### config.mk
export PLATFORM = sky130hd
export DESIGN_NAME = websocket_frame_parser
export DESIGN_NICKNAME = d
export VERILOG_FILES = /design/src/hdl/wsfp_pkg.sv /design/src/hdl/websocket_frame_parser.sv /design/src/hdl/wsfp_res_queue.sv /design/src/hdl/wsfp_core.sv
export SDC_FILE = /design/constraint.sdc
export NUM_CORES = 1
export LEC_CHECK = 0
export ABC_CLOCK_PERIOD_IN_PS = 17750
export BUFFER_PORTS_ARGS = -buffer_cell sky130_fd_sc_hd__buf_2
export CAP_MARGIN = 25
export CELL_PAD_IN_SITES_DETAIL_PLACEMENT = 1
export CELL_PAD_IN_SITES_GLOBAL_PLACEMENT = 1
export CORE_MARGIN = 4
export CORE_UTILIZATION = 50
export DETAILED_ROUTE_END_ITERATION = 6
export PLACE_DENSITY = 0.9
export SLEW_MARGIN = 10
export SYNTH_ARGS = -nofsm -noshare
export SYNTH_HDL_FRONTEND = slang
export SYNTH_SLANG_ARGS = --single-unit
export TNS_END_PERCENT = 100
### constraint.sdc
create_clock -name i_clk -period 17.75 [get_ports i_clk]
set_clock_uncertainty 0.05 [all_clocks]
set_input_delay 0.8875 -clock i_clk [delete_from_list [all_inputs] [get_ports i_clk]]
set_output_delay 0.8875 -clock i_clk [all_outputs]
set_load 0.02 [all_outputs]
### src/hdl/wsfp_pkg.sv
package wsfp_pkg;

    localparam int unsigned Q_DEPTH = 4;
    localparam int unsigned Q_PTR_W = $clog2(Q_DEPTH);
    localparam int unsigned Q_CNT_W = $clog2(Q_DEPTH + 1);

    localparam logic [0:0] OPER_FEED    = 1'b0;
    localparam logic [0:0] OPER_RESTART = 1'b1;

    localparam logic [0:0] CFG_CONTROL_LIMIT = 1'b0;
    localparam logic [0:0] CFG_MESSAGE_LIMIT = 1'b1;

    localparam logic [6:0]  CONTROL_LIMIT_RST = 7'd125;
    localparam logic [31:0] MESSAGE_LIMIT_RST = 32'd65536;

    localparam logic [2:0] KIND_DATA_BYTE    = 3'd0;
    localparam logic [2:0] KIND_CONTROL_BYTE = 3'd1;
    localparam logic [2:0] KIND_TEXT         = 3'd2;
    localparam logic [2:0] KIND_BINARY       = 3'd3;
    localparam logic [2:0] KIND_PING         = 3'd4;
    localparam logic [2:0] KIND_PONG         = 3'd5;
    localparam logic [2:0] KIND_CLOSE        = 3'd6;
    localparam logic [2:0] KIND_ERROR        = 3'd7;

    localparam logic [2:0] ERR_RSV      = 3'd0;
    localparam logic [2:0] ERR_MASKED   = 3'd1;
    localparam logic [2:0] ERR_CONTROL  = 3'd2;
    localparam logic [2:0] ERR_SEQUENCE = 3'd3;
    localparam logic [2:0] ERR_OPCODE   = 3'd4;
    localparam logic [2:0] ERR_TOO_BIG  = 3'd5;

    localparam logic [3:0] OP_CONT   = 4'h0;
    localparam logic [3:0] OP_TEXT   = 4'h1;
    localparam logic [3:0] OP_BINARY = 4'h2;
    localparam logic [3:0] OP_CLOSE  = 4'h8;
    localparam logic [3:0] OP_PING   = 4'h9;
    localparam logic [3:0] OP_PONG   = 4'hA;

    localparam logic [6:0]  LEN7_EXT16  = 7'd126;
    localparam logic [6:0]  LEN7_EXT64  = 7'd127;
    localparam logic [3:0]  HDR_SHORT   = 4'd2;
    localparam logic [3:0]  HDR_MEDIUM  = 4'd4;
    localparam logic [3:0]  HDR_LONG    = 4'd10;
    localparam logic [7:0]  RSV_MASK    = 8'h70;
    localparam logic [15:0] CLOSE_DEFAULT = 16'd1005;

    typedef struct packed {
        logic [0:0] operation;
        logic [7:0] rx_byte;
    } t_in_item;

    typedef struct packed {
        logic [2:0]  event_kind;
        logic [7:0]  payload_byte;
        logic [31:0] event_length;
        logic [15:0] close_code;
        logic [2:0]  error_code;
        logic        last_of_run;
    } t_out_item;

    typedef struct packed {
        logic      vld0;
        logic      vld1;
        t_out_item first;
        t_out_item second;
    } t_res_push;

endpackage

### src/hdl/websocket_frame_parser.sv
// Each input transaction is registered and parsed once the queue has room for two results; its
// results, one or two, are written together to a four-entry output queue, from which the
// first result is offered and a second result, where there is one, follows it.
// One byte is taken every clock while the output side keeps pace; the queue room sets the rate.
// Reset is synchronous and active low; it clears the parser and the queue and returns the
// limits to 125 and 65536 bytes.
module websocket_frame_parser (
    input  logic                i_clk,
    input  logic                i_rst_n,
    input  logic                i_in_valid,
    output logic                o_in_ready,
    input  wsfp_pkg::t_in_item  i_in_data,
    output logic                o_out_valid,
    input  logic                i_out_ready,
    output wsfp_pkg::t_out_item o_out_data,
    input  logic                i_cfg_wr_en,
    input  logic [0:0]          i_cfg_index,
    input  logic [31:0]         i_cfg_data
);

    wsfp_pkg::t_res_push push;
    logic                room;

    wsfp_core u_core (
        .i_clk       (i_clk),
        .i_rst_n     (i_rst_n),
        .i_in_valid  (i_in_valid),
        .o_in_ready  (o_in_ready),
        .i_in_data   (i_in_data),
        .i_cfg_wr_en (i_cfg_wr_en),
        .i_cfg_index (i_cfg_index),
        .i_cfg_data  (i_cfg_data),
        .i_room      (room),
        .o_push      (push)
    );

    wsfp_res_queue u_queue (
        .i_clk       (i_clk),
        .i_rst_n     (i_rst_n),
        .i_push      (push),
        .o_room      (room),
        .o_out_valid (o_out_valid),
        .i_out_ready (i_out_ready),
        .o_out_data  (o_out_data)
    );

endmodule

### src/hdl/wsfp_res_queue.sv
module wsfp_res_queue (
    input  logic                i_clk,
    input  logic                i_rst_n,
    input  wsfp_pkg::t_res_push i_push,
    output logic                o_room,
    output logic                o_out_valid,
    input  logic                i_out_ready,
    output wsfp_pkg::t_out_item o_out_data
);

    wsfp_pkg::t_out_item r_mem [wsfp_pkg::Q_DEPTH];

    logic [wsfp_pkg::Q_PTR_W-1:0] r_wr;
    logic [wsfp_pkg::Q_PTR_W-1:0] r_rd;
    logic [wsfp_pkg::Q_CNT_W-1:0] r_count;
    logic [wsfp_pkg::Q_CNT_W-1:0] push_n;
    logic                         pop;

    assign push_n      = wsfp_pkg::Q_CNT_W'(i_push.vld0) + wsfp_pkg::Q_CNT_W'(i_push.vld1);
    assign o_out_valid = (r_count != '0);
    assign pop         = o_out_valid && i_out_ready;
    assign o_out_data  = r_mem[r_rd];
    assign o_room      = (r_count <= wsfp_pkg::Q_CNT_W'(wsfp_pkg::Q_DEPTH - 2));

    always_ff @(posedge i_clk) begin
        if (i_push.vld0) begin
            r_mem[r_wr] <= i_push.first;
        end
        if (i_push.vld1) begin
            r_mem[r_wr + wsfp_pkg::Q_PTR_W'(1)] <= i_push.second;
        end
    end

    always_ff @(posedge i_clk) begin
        if (!i_rst_n) begin
            r_wr    <= '0;
            r_rd    <= '0;
            r_count <= '0;
        end else begin
            r_wr    <= r_wr + push_n[wsfp_pkg::Q_PTR_W-1:0];
            r_rd    <= r_rd + wsfp_pkg::Q_PTR_W'(pop);
            r_count <= r_count + push_n - wsfp_pkg::Q_CNT_W'(pop);
        end
    end

    a_count_bound: assert property (@(posedge i_clk) disable iff (!i_rst_n)
        r_count <= wsfp_pkg::Q_CNT_W'(wsfp_pkg::Q_DEPTH))
        else $error("result queue count beyond its depth");

    a_second_needs_first: assert property (@(posedge i_clk) disable iff (!i_rst_n)
        i_push.vld1 |-> i_push.vld0)
        else $error("second result written without a first");

    a_no_overflow: assert property (@(posedge i_clk) disable iff (!i_rst_n)
        !o_room |-> !i_push.vld0)
        else $error("result written into a queue without room");

endmodule

### src/hdl/wsfp_core.sv
module wsfp_core (
    input  logic                i_clk,
    input  logic                i_rst_n,
    input  logic                i_in_valid,
    output logic                o_in_ready,
    input  wsfp_pkg::t_in_item  i_in_data,
    input  logic                i_cfg_wr_en,
    input  logic [0:0]          i_cfg_index,
    input  logic [31:0]         i_cfg_data,
    input  logic                i_room,
    output wsfp_pkg::t_res_push o_push
);

    logic               r_in_vld;
    wsfp_pkg::t_in_item r_in;
    logic [6:0]         r_control_limit;
    logic [31:0]        r_message_limit;

    logic [3:0]  r_hdr_cnt,   n_hdr_cnt;
    logic [3:0]  r_hdr_need,  n_hdr_need;
    logic [7:0]  r_b0,        n_b0;
    logic [7:0]  r_b1,        n_b1;
    logic [63:0] r_ext,       n_ext;
    logic [63:0] r_remain,    n_remain;
    logic [3:0]  r_frame_op,  n_frame_op;
    logic        r_final,     n_final;
    logic        r_in_payload, n_in_payload;
    logic [1:0]  r_msg_op,    n_msg_op;
    logic [31:0] r_msg_len,   n_msg_len;
    logic [6:0]  r_ctl_len,   n_ctl_len;
    logic [15:0] r_close,     n_close;
    logic        r_failed,    n_failed;

    logic        proc;
    logic [7:0]  byte_in;
    logic [3:0]  cnt_inc;
    logic [7:0]  hdr_b0;
    logic [7:0]  hdr_b1;
    logic [6:0]  len7;
    logic [3:0]  need_calc;
    logic [3:0]  need_now;
    logic [63:0] full_len;
    logic [3:0]  op;
    logic        fin;
    logic        is_start;
    logic [31:0] msg_len_eff;
    logic [1:0]  msg_op_eff;
    logic [31:0] diff;
    logic        too_big;
    logic        ctl_big;
    logic        err_vld;
    logic [2:0]  err_code;
    logic [6:0]  new_ctl_len;
    logic [15:0] new_close;
    logic [31:0] new_msg_len;

    function automatic wsfp_pkg::t_out_item f_finish(
        input logic [3:0]  fop,
        input logic [6:0]  clen,
        input logic [15:0] ccode,
        input logic [1:0]  mop,
        input logic [31:0] mlen
    );
        wsfp_pkg::t_out_item res;
        res = '0;
        res.last_of_run = 1'b1;
        case (fop)
            wsfp_pkg::OP_PING: begin
                res.event_kind   = wsfp_pkg::KIND_PING;
                res.event_length = {25'd0, clen};
            end
            wsfp_pkg::OP_PONG: begin
                res.event_kind   = wsfp_pkg::KIND_PONG;
                res.event_length = {25'd0, clen};
            end
            wsfp_pkg::OP_CLOSE: begin
                res.event_kind   = wsfp_pkg::KIND_CLOSE;
                res.event_length = {25'd0, clen};
                res.close_code   = (clen >= 7'd2) ? ccode : wsfp_pkg::CLOSE_DEFAULT;
            end
            default: begin
                res.event_kind   = (mop == wsfp_pkg::OP_TEXT[1:0]) ?
                                   wsfp_pkg::KIND_TEXT : wsfp_pkg::KIND_BINARY;
                res.event_length = mlen;
            end
        endcase
        return res;
    endfunction

    assign proc       = r_in_vld && i_room;
    assign o_in_ready = !r_in_vld || proc;
    assign byte_in    = r_in.rx_byte;

    always_comb begin
        cnt_inc   = r_hdr_cnt + 4'd1;
        hdr_b0    = (r_hdr_cnt == 4'd0) ? byte_in : r_b0;
        hdr_b1    = (r_hdr_cnt == 4'd1) ? byte_in : r_b1;
        len7      = hdr_b1[6:0];
        if (len7 == wsfp_pkg::LEN7_EXT16) begin
            need_calc = wsfp_pkg::HDR_MEDIUM;
        end else if (len7 == wsfp_pkg::LEN7_EXT64) begin
            need_calc = wsfp_pkg::HDR_LONG;
        end else begin
            need_calc = wsfp_pkg::HDR_SHORT;
        end
        need_now  = (r_hdr_cnt == 4'd1) ? need_calc : r_hdr_need;
        full_len  = (len7 < wsfp_pkg::LEN7_EXT16) ? {57'd0, len7} : {r_ext[55:0], byte_in};
        op        = hdr_b0[3:0];
        fin       = hdr_b0[7];
        is_start  = (op == wsfp_pkg::OP_TEXT) || (op == wsfp_pkg::OP_BINARY);
        msg_len_eff = is_start ? 32'd0 : r_msg_len;
        msg_op_eff  = is_start ? op[1:0] : r_msg_op;
        diff      = r_message_limit - msg_len_eff;
        too_big   = (msg_len_eff > r_message_limit) || (full_len > {32'd0, diff});
        ctl_big   = (full_len[63:7] != '0) || (full_len[6:0] > r_control_limit);

        err_vld  = 1'b1;
        err_code = wsfp_pkg::ERR_RSV;
        if ((hdr_b0 & wsfp_pkg::RSV_MASK) != 8'd0) begin
            err_code = wsfp_pkg::ERR_RSV;
        end else if (hdr_b1[7]) begin
            err_code = wsfp_pkg::ERR_MASKED;
        end else begin
            case (op)
                wsfp_pkg::OP_CLOSE, wsfp_pkg::OP_PING, wsfp_pkg::OP_PONG: begin
                    err_vld  = !fin || ctl_big;
                    err_code = wsfp_pkg::ERR_CONTROL;
                end
                wsfp_pkg::OP_TEXT, wsfp_pkg::OP_BINARY: begin
                    if (r_msg_op != 2'd0) begin
                        err_code = wsfp_pkg::ERR_SEQUENCE;
                    end else begin
                        err_vld  = too_big;
                        err_code = wsfp_pkg::ERR_TOO_BIG;
                    end
                end
                wsfp_pkg::OP_CONT: begin
                    if (r_msg_op == 2'd0) begin
                        err_code = wsfp_pkg::ERR_SEQUENCE;
                    end else begin
                        err_vld  = too_big;
                        err_code = wsfp_pkg::ERR_TOO_BIG;
                    end
                end
                default: begin
                    err_code = wsfp_pkg::ERR_OPCODE;
                end
            endcase
        end

        new_ctl_len = r_ctl_len + 7'd1;
        new_msg_len = r_msg_len + 32'd1;
        if (r_ctl_len == 7'd0) begin
            new_close = {byte_in, 8'd0};
        end else if (r_ctl_len == 7'd1) begin
            new_close = r_close | {8'd0, byte_in};
        end else begin
            new_close = r_close;
        end
    end

    always_comb begin
        n_hdr_cnt    = r_hdr_cnt;
        n_hdr_need   = r_hdr_need;
        n_b0         = r_b0;
        n_b1         = r_b1;
        n_ext        = r_ext;
        n_remain     = r_remain;
        n_frame_op   = r_frame_op;
        n_final      = r_final;
        n_in_payload = r_in_payload;
        n_msg_op     = r_msg_op;
        n_msg_len    = r_msg_len;
        n_ctl_len    = r_ctl_len;
        n_close      = r_close;
        n_failed     = r_failed;
        o_push       = '0;

        if (proc) begin
            if (r_in.operation == wsfp_pkg::OPER_RESTART) begin
                n_hdr_cnt    = 4'd0;
                n_hdr_need   = wsfp_pkg::HDR_SHORT;
                n_remain     = '0;
                n_frame_op   = wsfp_pkg::OP_CONT;
                n_final      = 1'b0;
                n_in_payload = 1'b0;
                n_msg_op     = 2'd0;
                n_msg_len    = '0;
                n_ctl_len    = '0;
                n_close      = '0;
                n_failed     = 1'b0;
            end else if (!r_failed) begin
                if (!r_in_payload) begin
                    n_hdr_cnt = cnt_inc;
                    case (r_hdr_cnt)
                        4'd0: n_b0 = byte_in;
                        4'd1: begin
                            n_b1       = byte_in;
                            n_ext      = '0;
                            n_hdr_need = need_calc;
                        end
                        default: n_ext = {r_ext[55:0], byte_in};
                    endcase
                    if (cnt_inc == need_now) begin
                        if (err_vld) begin
                            n_failed                  = 1'b1;
                            o_push.vld0               = 1'b1;
                            o_push.first.event_kind   = wsfp_pkg::KIND_ERROR;
                            o_push.first.error_code   = err_code;
                            o_push.first.last_of_run  = 1'b1;
                        end else begin
                            n_frame_op   = op;
                            n_final      = fin;
                            n_remain     = full_len;
                            n_in_payload = 1'b1;
                            if (op[3]) begin
                                n_ctl_len = '0;
                                n_close   = '0;
                            end else if (is_start) begin
                                n_msg_op  = op[1:0];
                                n_msg_len = '0;
                            end
                            if (full_len == '0) begin
                                n_in_payload = 1'b0;
                                n_hdr_cnt    = 4'd0;
                                n_hdr_need   = wsfp_pkg::HDR_SHORT;
                                if (op[3] || fin) begin
                                    o_push.vld0  = 1'b1;
                                    o_push.first = f_finish(op, 7'd0, 16'd0,
                                                            msg_op_eff, msg_len_eff);
                                    if (!op[3]) begin
                                        n_msg_op = 2'd0;
                                    end
                                end
                            end
                        end
                    end
                end else begin
                    o_push.vld0               = 1'b1;
                    o_push.first.payload_byte = byte_in;
                    if (r_frame_op[3]) begin
                        o_push.first.event_kind = wsfp_pkg::KIND_CONTROL_BYTE;
                        n_ctl_len = new_ctl_len;
                        n_close   = new_close;
                    end else begin
                        o_push.first.event_kind = wsfp_pkg::KIND_DATA_BYTE;
                        n_msg_len = new_msg_len;
                    end
                    n_remain = r_remain - 64'd1;
                    o_push.first.last_of_run = 1'b1;
                    if (r_remain == 64'd1) begin
                        n_in_payload = 1'b0;
                        n_hdr_cnt    = 4'd0;
                        n_hdr_need   = wsfp_pkg::HDR_SHORT;
                        if (r_frame_op[3] || r_final) begin
                            o_push.first.last_of_run = 1'b0;
                            o_push.vld1   = 1'b1;
                            o_push.second = f_finish(r_frame_op, new_ctl_len, new_close,
                                                     r_msg_op, new_msg_len);
                            if (!r_frame_op[3]) begin
                                n_msg_op = 2'd0;
                            end
                        end
                    end
                end
            end
        end
    end

    always_ff @(posedge i_clk) begin
        if (!i_rst_n) begin
            r_in_vld        <= 1'b0;
            r_control_limit <= wsfp_pkg::CONTROL_LIMIT_RST;
            r_message_limit <= wsfp_pkg::MESSAGE_LIMIT_RST;
            r_hdr_cnt       <= 4'd0;
            r_hdr_need      <= wsfp_pkg::HDR_SHORT;
            r_remain        <= '0;
            r_frame_op      <= wsfp_pkg::OP_CONT;
            r_final         <= 1'b0;
            r_in_payload    <= 1'b0;
            r_msg_op        <= 2'd0;
            r_msg_len       <= '0;
            r_ctl_len       <= '0;
            r_close         <= '0;
            r_failed        <= 1'b0;
        end else begin
            if (o_in_ready) begin
                r_in_vld <= i_in_valid;
            end
            if (i_cfg_wr_en) begin
                case (i_cfg_index)
                    wsfp_pkg::CFG_CONTROL_LIMIT: r_control_limit <= i_cfg_data[6:0];
                    wsfp_pkg::CFG_MESSAGE_LIMIT: r_message_limit <= i_cfg_data;
                    default: r_control_limit <= r_control_limit;
                endcase
            end
            r_hdr_cnt    <= n_hdr_cnt;
            r_hdr_need   <= n_hdr_need;
            r_remain     <= n_remain;
            r_frame_op   <= n_frame_op;
            r_final      <= n_final;
            r_in_payload <= n_in_payload;
            r_msg_op     <= n_msg_op;
            r_msg_len    <= n_msg_len;
            r_ctl_len    <= n_ctl_len;
            r_close      <= n_close;
            r_failed     <= n_failed;
        end
    end

    always_ff @(posedge i_clk) begin
        if (o_in_ready && i_in_valid) begin
            r_in <= i_in_data;
        end
        r_b0  <= n_b0;
        r_b1  <= n_b1;
        r_ext <= n_ext;
    end

    a_error_sticks: assert property (@(posedge i_clk) disable iff (!i_rst_n)
        (o_push.vld0 && o_push.first.event_kind == wsfp_pkg::KIND_ERROR) |=> r_failed)
        else $error("error reported without entering the failed state");

    a_restart_clears: assert property (@(posedge i_clk) disable iff (!i_rst_n)
        (proc && r_in.operation == wsfp_pkg::OPER_RESTART) |=> (!r_failed && !r_in_payload))
        else $error("restart left the parser busy or failed");

    a_push_with_room: assert property (@(posedge i_clk) disable iff (!i_rst_n)
        o_push.vld0 |-> (proc && i_room))
        else $error("result produced without a processed transaction");

endmodule

==> results of run 1 <==
cells by family after synthesis:
family	after synthesis	share of synthesized area
flip-flops	516	0.458
AO/OA/AOI/OAI	790	0.180
AND/OR/NAND/NOR	1078	0.178
XOR/XNOR	68	0.0207
buffers and inverters	298	0.0416
multiplexers	158	0.0825
adder cells (fa/ha/maj)	89	0.0391
per-stage QoR:
step / setup WS, ns / cell area (µm²) / total power [W] / hold slack (ns) / utilization
final: 8.51 / 31700 / 0.00305 / 0.351 / 0.558
after global routing: 7.99 / 31700 / 0.00316 / 0.339 / 0.558
after CTS: 8.66 / 31600 / 0.00305 / 0.327 / 0.558
after detailed placement: 8.75 / 29800 / 0.00188 / 0.380 / 0.525
after global placement: 9.24 / 29700 / 0.00186 / 0.371 / 0.524
after floorplan: 9.51 / 28800 / 0.00172 / 0.360 / -
power breakdown:
part | switching [W] | leakage [nW] | total (W) | internal (W)
clock network | 0.000513 | 0.898 | 0.00119 | 0.000678
logic | 0.000342 | 5.43 | 0.000546 | 0.000204
registers | 0.0000384 | 4.14 | 0.00131 | 0.00128
final cells by class:
cell class              instances  area (µm²)
clock buffers                  81        1580
fillers                      6242       25000
multi-input cells            2183       14500
repair buffers                156         942
well taps                     756         946
clock inverters                25         275
inverters                      63         238
flip-flops and latches        516       13200
cell usage in the layout, fill, tap and decap left out, types with 37 or more instances in the layout:
cell / instances
o22ai_1: 50
ha_1: 87
nor4_1: 41
nand2_1: 366
edfxtp_1: 289
o21ai_0: 174
a31oi_1: 85
dfxtp_1: 224
mux4_2: 63
nor2b_1: 54
mux2i_1: 88
a21oi_1: 170
nor3_1: 65
xor2_1: 37
and2_1: 80
nand3_1: 64
clkbuf_16: 57
nor2_1: 258
o2bb2ai_1: 44
buf_4: 37
inv_1: 56
buf_2: 111
sequential cells by signal, indices dropped and copies added, names as in the netlist, 2 cells and up:
signal                  flops
u_queue.r_count             3
u_core.r_hdr_cnt            4
u_core.r_remain            64
u_core.r_frame_op           4
u_core.r_b1                 8
u_core.r_msg_op             2
u_core.r_message_limit     32
u_core.r_close             16
u_core.r_ctl_len            7
u_core.r_control_limit      7
u_core.r_ext               56
u_queue.r_rd                2
u_core.r_msg_len           32
u_queue.r_mem             252
u_queue.r_wr                2
u_core.r_b0                 8
u_core.byte_in              8
u_core.r_hdr_need           4
per-layer routing:
metal	global-route usage	part of all wire	up-vias
li1	-	-	11100
met1	0.407	0.38	12700
met2	0.541	0.48	1452
met3	0.0635	0.091	360
met4	0.141	0.045	0
met5	0	0	-
how the worst max path moves through the flow:
stage	startpoint	endpoint	slack [ns]
final	u_core.r_hdr_cnt[0]$_SDFFE_PN0P_	u_queue.r_mem[0][35]$_DFFE_PP_	8.51
after global routing	u_core.r_hdr_cnt[0]$_SDFFE_PN0P_	u_queue.r_mem[0][22]$_DFFE_PP_	7.99
after CTS	u_core.r_hdr_cnt[0]$_SDFFE_PN0P_	u_queue.r_mem[0][22]$_DFFE_PP_	8.66
after detailed placement	u_core.r_hdr_cnt[0]$_SDFFE_PN0P_	u_queue.r_mem[0][17]$_DFFE_PP_	8.75
after global placement	u_core.r_hdr_cnt[0]$_SDFFE_PN0P_	u_queue.r_mem[0][14]$_DFFE_PP_	9.24
after floorplan	u_core.r_hdr_cnt[0]$_SDFFE_PN0P_	u_queue.r_mem[0][0]$_DFFE_PP_	9.51
==> flow_metrics.py, run 1 <==
metrics = {
    "clock_network": {
        "cts_htree_levels": 2,
        "ctsResizeCount": 0,
        "cts.sinks": 516,
        "cts_setup_buffers": 0,
        "path_clk_slew_ns": 0.06,
        "clk_latency_ns": 0.66,
        "cts_root_buffer": "clkbuf_16",
        "cts_max_path_buffers": 3,
        "cts_tree": "yes",
        "cts_hold_buf": 0,
        "cts_buffers": 56,
    },
    "setup_path": {
        "cp_top_family": "compound AO/OA/AOI/OAI gates",
        "cp.arrival_ns": 9.52,
        "worstPathMaxFanout": 45,
        "path_depth": 31,
        "reg2reg_depth": 31,
        "r2r_setup_slack_ns": 8.51,
        "endpoint_kind": "flop",
        "cp.required_ns": 18.03,
        "path_buf_inv": 4,
        "cp_common_cell": "o21ai_0",
        "r2r_start": "u_core.r_hdr_cnt[0]$_SDFFE_PN0P_",
        "crit_type": "reg2reg",
        "timing.rr.end": "u_queue.r_mem[0][35]$_DFFE_PP_",
        "critical_path.startpoint_type": "flop",
        "crit_path_max_incr_delay_ns": 0.63,
        "crit_path_top_delay_cell": "o31ai_1",
    },
    "power": {
        "vdd_drop_max_mv": 0.0844,
        "p_leak_nw": 10.5,
        "p_per_area_nw_per_um2": 96.3,
    },
    "yosys": {
        "synth-seq-cells": 516,
        "synth_warnings": 0,
        "avgSynthCellArea_um2": 9.62,
        "synth.area.top_cells": "edfxtp_1 30%, dfxtp_1 16%, mux4_2 4.9%",
        "synthTopCellsByCount": "367 x nand2_1, 289 x edfxtp_1, 264 x nor2_1, 227 x dfxtp_1, 175 x o21ai_0",
        "synth.distinct_cells": 87,
        "ys_seq_area_frac": 0.458,
        "synth_edf_count": 289,
        "synth_most_common_cell": "nand2_1",
        "synth_area_um2": 28800,
        "ys.flop_type": "edfxtp_1",
        "netlist_instances": 2997,
        "syn-num-nets": 3133,
        "synth_top_cell_by_area": "edfxtp_1",
        "ys_async_sr_fraction": 0,
        "synth_top_area_share": 0.301,
    },
    "final_layout": {
        "area_growth_syn_to_layout_pct": 9.82,
        "num_antenna_cells": 0,
        "drive_gt1_frac": 0.118,
        "stdcell_count": 3780,
        "nets": 3112,
    },
    "detailed_routing": {
        "vias": 25600,
        "detail-route-antenna-nets": 0,
        "routedWlPerCell_um": 26.8,
        "wirelength_um": 101000,
        "drc_errors": 0,
        "drt_first_iter_violations": 2745,
        "viasPerCell": 6.78,
        "first_pass_iters": 5,
    },
    "run": {
        "max_cap_viol_count": 0,
    },
    "grt": {
        "grt_antenna_before_repair": 1,
        "grt_max_degree": 88,
        "grt_pass1_vias": 26500,
        "grtUsageTotal": 0.322,
        "globalRouteOverflowTotal": 0,
        "grt_first_pass_wirelength_um": 156000,
    },
    "sta": {
        "fmax_ghz": 0.108,
        "setup_viol": 0,
        "rsz0062_at_grt": "no",
        "hold_viol_final": 0,
        "finalCritPeriodShare": 0.521,
        "tns_ns": 0,
        "final_max_slew_viol_count": 0,
        "worst_slew_pin_slew_ns": 1.08,
        "final.min_clock_period_ns": 9.24,
        "slew_headroom": 0.280,
    },
    "floorplanning": {
        "ios": 112,
        "initial_core_util": 0.509,
        "die_w_um": 248,
        "fp.dieH_um": 248,
        "coreArea_um2": 56700,
        "die_area_um2": 61600,
        "row_count": 87,
    },
    "hold_path": {
        "min_path_cells": 1,
        "min_from": "i_in_data[8]",
        "hold_path_end": "u_core.r_in[8]$_DFFE_PP_",
        "min_path_type": "in2reg",
    },
    "status": {
        "outcome": "finished clean",
    },
    "place": {
        "place_inst": 3671,
        "gp_congestion": 0.917,
        "dp_hpwl_um": 69000,
        "io_buffers": 111,
    },
}
Power figures use the tool's default switching activity.
==> inputs of run 2 (changes only) <==
Settings changed: ABC_CLOCK_PERIOD_IN_PS 17750 to 8400, CORE_UTILIZATION 50 to 45, PLACE_DENSITY 0.9 to 0.85.
Clock period 17.75 ns to 8.4 ns, I/O delays scaled along.
==> run 2 against run 1 <==
Utilization down 4.5 points. Largest cell class unchanged. Cell count is 3.9% higher. Register-to-register slack got worse by 8.1 ns. Design area increased by 2.6%. Sequential power is 110% higher. Combinational power grew 120%. Largest power group unchanged. Highest routed layer is now met5. Global-route usage fell by 3.1 points. Count of clock-buffer cells in the layout fell by 2. Sequential cell count unchanged.
==> flow_metrics.py, run 2 (synthesis results as in run 1) <==
metrics = {
    "sta": {
        "finalCritPeriodShare": 0.946,
        "slew_headroom": 0.326,
        "worst_slew_pin_slew_ns": 1.01,
        "fmax_ghz": 0.126,
        "hold_viol_final": 0,
        "final.min_clock_period_ns": 7.94,
        "setup_viol": 0,
        "final_max_slew_viol_count": 0,
    },
    "final_layout": {
        "regArea_um2": 13200,
        "multi_input_area_um2": 14500,
        "num_antenna_cells": 0,
        "reg.largest.list": "u_queue.r_mem x252, u_core.r_remain x64, u_core.r_ext x56",
        "largest_register_ffs": 252,
        "area_growth_syn_to_layout_pct": 12.7,
        "drive_gt1_frac": 0.128,
        "final_cell_mix": "366 x nand2_1, 289 x edfxtp_1, 258 x nor2_1",
        "top_register": "u_queue.r_mem",
        "fillers": 7054,
        "final_common_cell": "nand2_1",
        "nets": 3169,
        "final_util": 0.513,
    },
    "setup_path": {
        "timing.rr.end": "u_queue.r_count[2]$_SDFF_PN0_",
        "crit_path_max_incr_delay_ns": 0.46,
        "r2r_setup_slack_ns": 0.46,
        "worstPathMaxFanout": 31,
        "cp_common_cell": "ha_1",
        "reg2reg_depth": 33,
        "critical_path.startpoint_type": "flop",
        "cp.arrival_ns": 8.40,
        "endpoint_kind": "flop",
        "r2r_start": "u_core.r_hdr_cnt[0]$_SDFFE_PN0P_",
        "crit_path_top_delay_cell": "a2111oi_0",
        "cp.required_ns": 8.86,
        "crit_type": "reg2reg",
    },
    "detailed_routing": {
        "dr_wl_met3_um": 7790,
        "routedWlPerCell_um": 26.1,
        "drt_first_iter_violations": 2640,
        "highest_layer": "met5",
        "viasPerCell": 6.53,
        "m1WireLength_um": 40400,
        "drc_errors": 0,
        "first_pass_iters": 6,
        "detail-route-antenna-nets": 0,
        "vias": 25600,
        "wl_met2_um": 50900,
        "wirelength_um": 103000,
    },
    "hold_path": {
        "min_from": "i_cfg_data[2]",
        "min_path_cells": 3,
        "hold_path_end": "u_core.r_message_limit[2]$_SDFFE_PN0P_",
        "min_path_type": "in2reg",
    },
    "grt": {
        "grt_antenna_before_repair": 1,
        "globalRouteOverflowTotal": 0,
        "grt_pass1_vias": 26500,
        "grt_first_pass_wirelength_um": 157000,
        "grtUsageTotal": 0.291,
        "grt_max_degree": 88,
    },
    "clock_network": {
        "cts_tree": "yes",
        "cts_htree_levels": 2,
        "clk_latency_ns": 0.64,
        "path_clk_slew_ns": 0.06,
        "cts.sinks": 516,
        "cts_buffers": 57,
        "cts_max_path_buffers": 3,
        "cts_root_buffer": "clkbuf_16",
    },
    "floorplanning": {
        "coreArea_um2": 63300,
        "initial_core_util": 0.456,
        "fp.dieH_um": 261,
        "die_w_um": 261,
        "die_area_um2": 68200,
        "row_count": 92,
        "ios": 112,
    },
    "place": {
        "gp_congestion": 0.890,
        "dp_hpwl_um": 69500,
        "io_buffers": 111,
    },
    "power": {
        "p_per_area_nw_per_um2": 200,
        "vdd_drop_max_mv": 0.156,
        "p_leak_nw": 10.8,
        "finalPower_w": 0.00651,
    },
    "status": {
        "outcome": "finished clean",
    },
    "run": {
        "max_cap_viol_count": 0,
    },
}
## run 2: cell count changes in the layout (fill, tap and decap cells not counted), moves of 2 or more
cell / change
clkbuf_1: -5
clkbuf_16: +2
dlygate4sd3_1: +37
clkinv_2: +5
buf_12: +7
buf_8: +2
buf_4: +9
clkinvlp_4: +3
clkinv_4: +2
clkinv_1: -5
clkbuf_2: +2
o31ai_1: -2
## run 2: worst max-delay path by stage
stage / startpoint / endpoint / cells after the start
2_1_floorplan: u_core.r_hdr_cnt[0]$_SDFFE_PN0P_ / u_queue.r_mem[0][0]$_DFFE_PP_ / 33
3_3_place_gp: u_core.r_hdr_cnt[0]$_SDFFE_PN0P_ / u_queue.r_count[2]$_SDFF_PN0_ / 36
3_5_place_dp: u_core.r_hdr_cnt[0]$_SDFFE_PN0P_ / u_queue.r_mem[1][11]$_DFFE_PP_ / 32
4_1_cts: u_core.r_hdr_cnt[0]$_SDFFE_PN0P_ / u_queue.r_count[2]$_SDFF_PN0_ / 35
5_1_grt: u_core.r_hdr_cnt[0]$_SDFFE_PN0P_ / u_queue.r_count[2]$_SDFF_PN0_ / 35
6_report: u_core.r_hdr_cnt[0]$_SDFFE_PN0P_ / u_queue.r_count[2]$_SDFF_PN0_ / 33
## run 2: final cells by class
class,count,area share
multi-input combinational,2183,0.447
clock buffer,79,0.0490
sequential,516,0.407
timing repair buffer,212,0.0490
inverter,63,0.00731
tap,846,0.0326
clock inverter,29,0.00831
## run 2: per-stage QoR
stage	TNS [ns]	area (µm²)	std cells	hold slack, ns	setup slack, ns
floorplan	0	28800	2997	0.360	0.158
global placement	0	30000	3771	0.372	0.479
detailed placement	0	30100	3778	0.397	0.248
CTS	0	32400	3923	0.0261	0.169
global route	-0.0152	32500	3928	0.0401	-0.0152
finish	0	32500	3928	0.0607	0.457
## run 2: worst max-delay path: cells and delay by family, from the launching register on
family	cells	cell delay, ns
AOI/OAI and AO/OA	9	2.47
xor gates and xnor gates	3	0.57
adders and majority gates	6	1.61
buffers and inverters	4	0.33
DFF	1	0.37
muxes	1	0.37
and+or+nand+nor	10	1.99
## run 2: power breakdown
part / total, W / internal [W] / switching, W
Combinational: 0.00120 / 0.000451 / 0.000745
Clock: 0.00254 / 0.00142 / 0.00111
Sequential: 0.00277 / 0.00270 / 0.0000794
## run 2: what timing repair did
action | CTS | global route
setup endpoints to repair | 0 | 392
setup buffers | 0 | 1
resized for setup | 0 | 12
hold endpoints to repair | 38 | 0
hold buffers | 37 | 0
## run 2: metal layers
layer,up-vias,track usage
met5,-,0
met3,280,0.0424
li1,11200,-
met4,2,0.0977
met1,12900,0.374
met2,1234,0.506
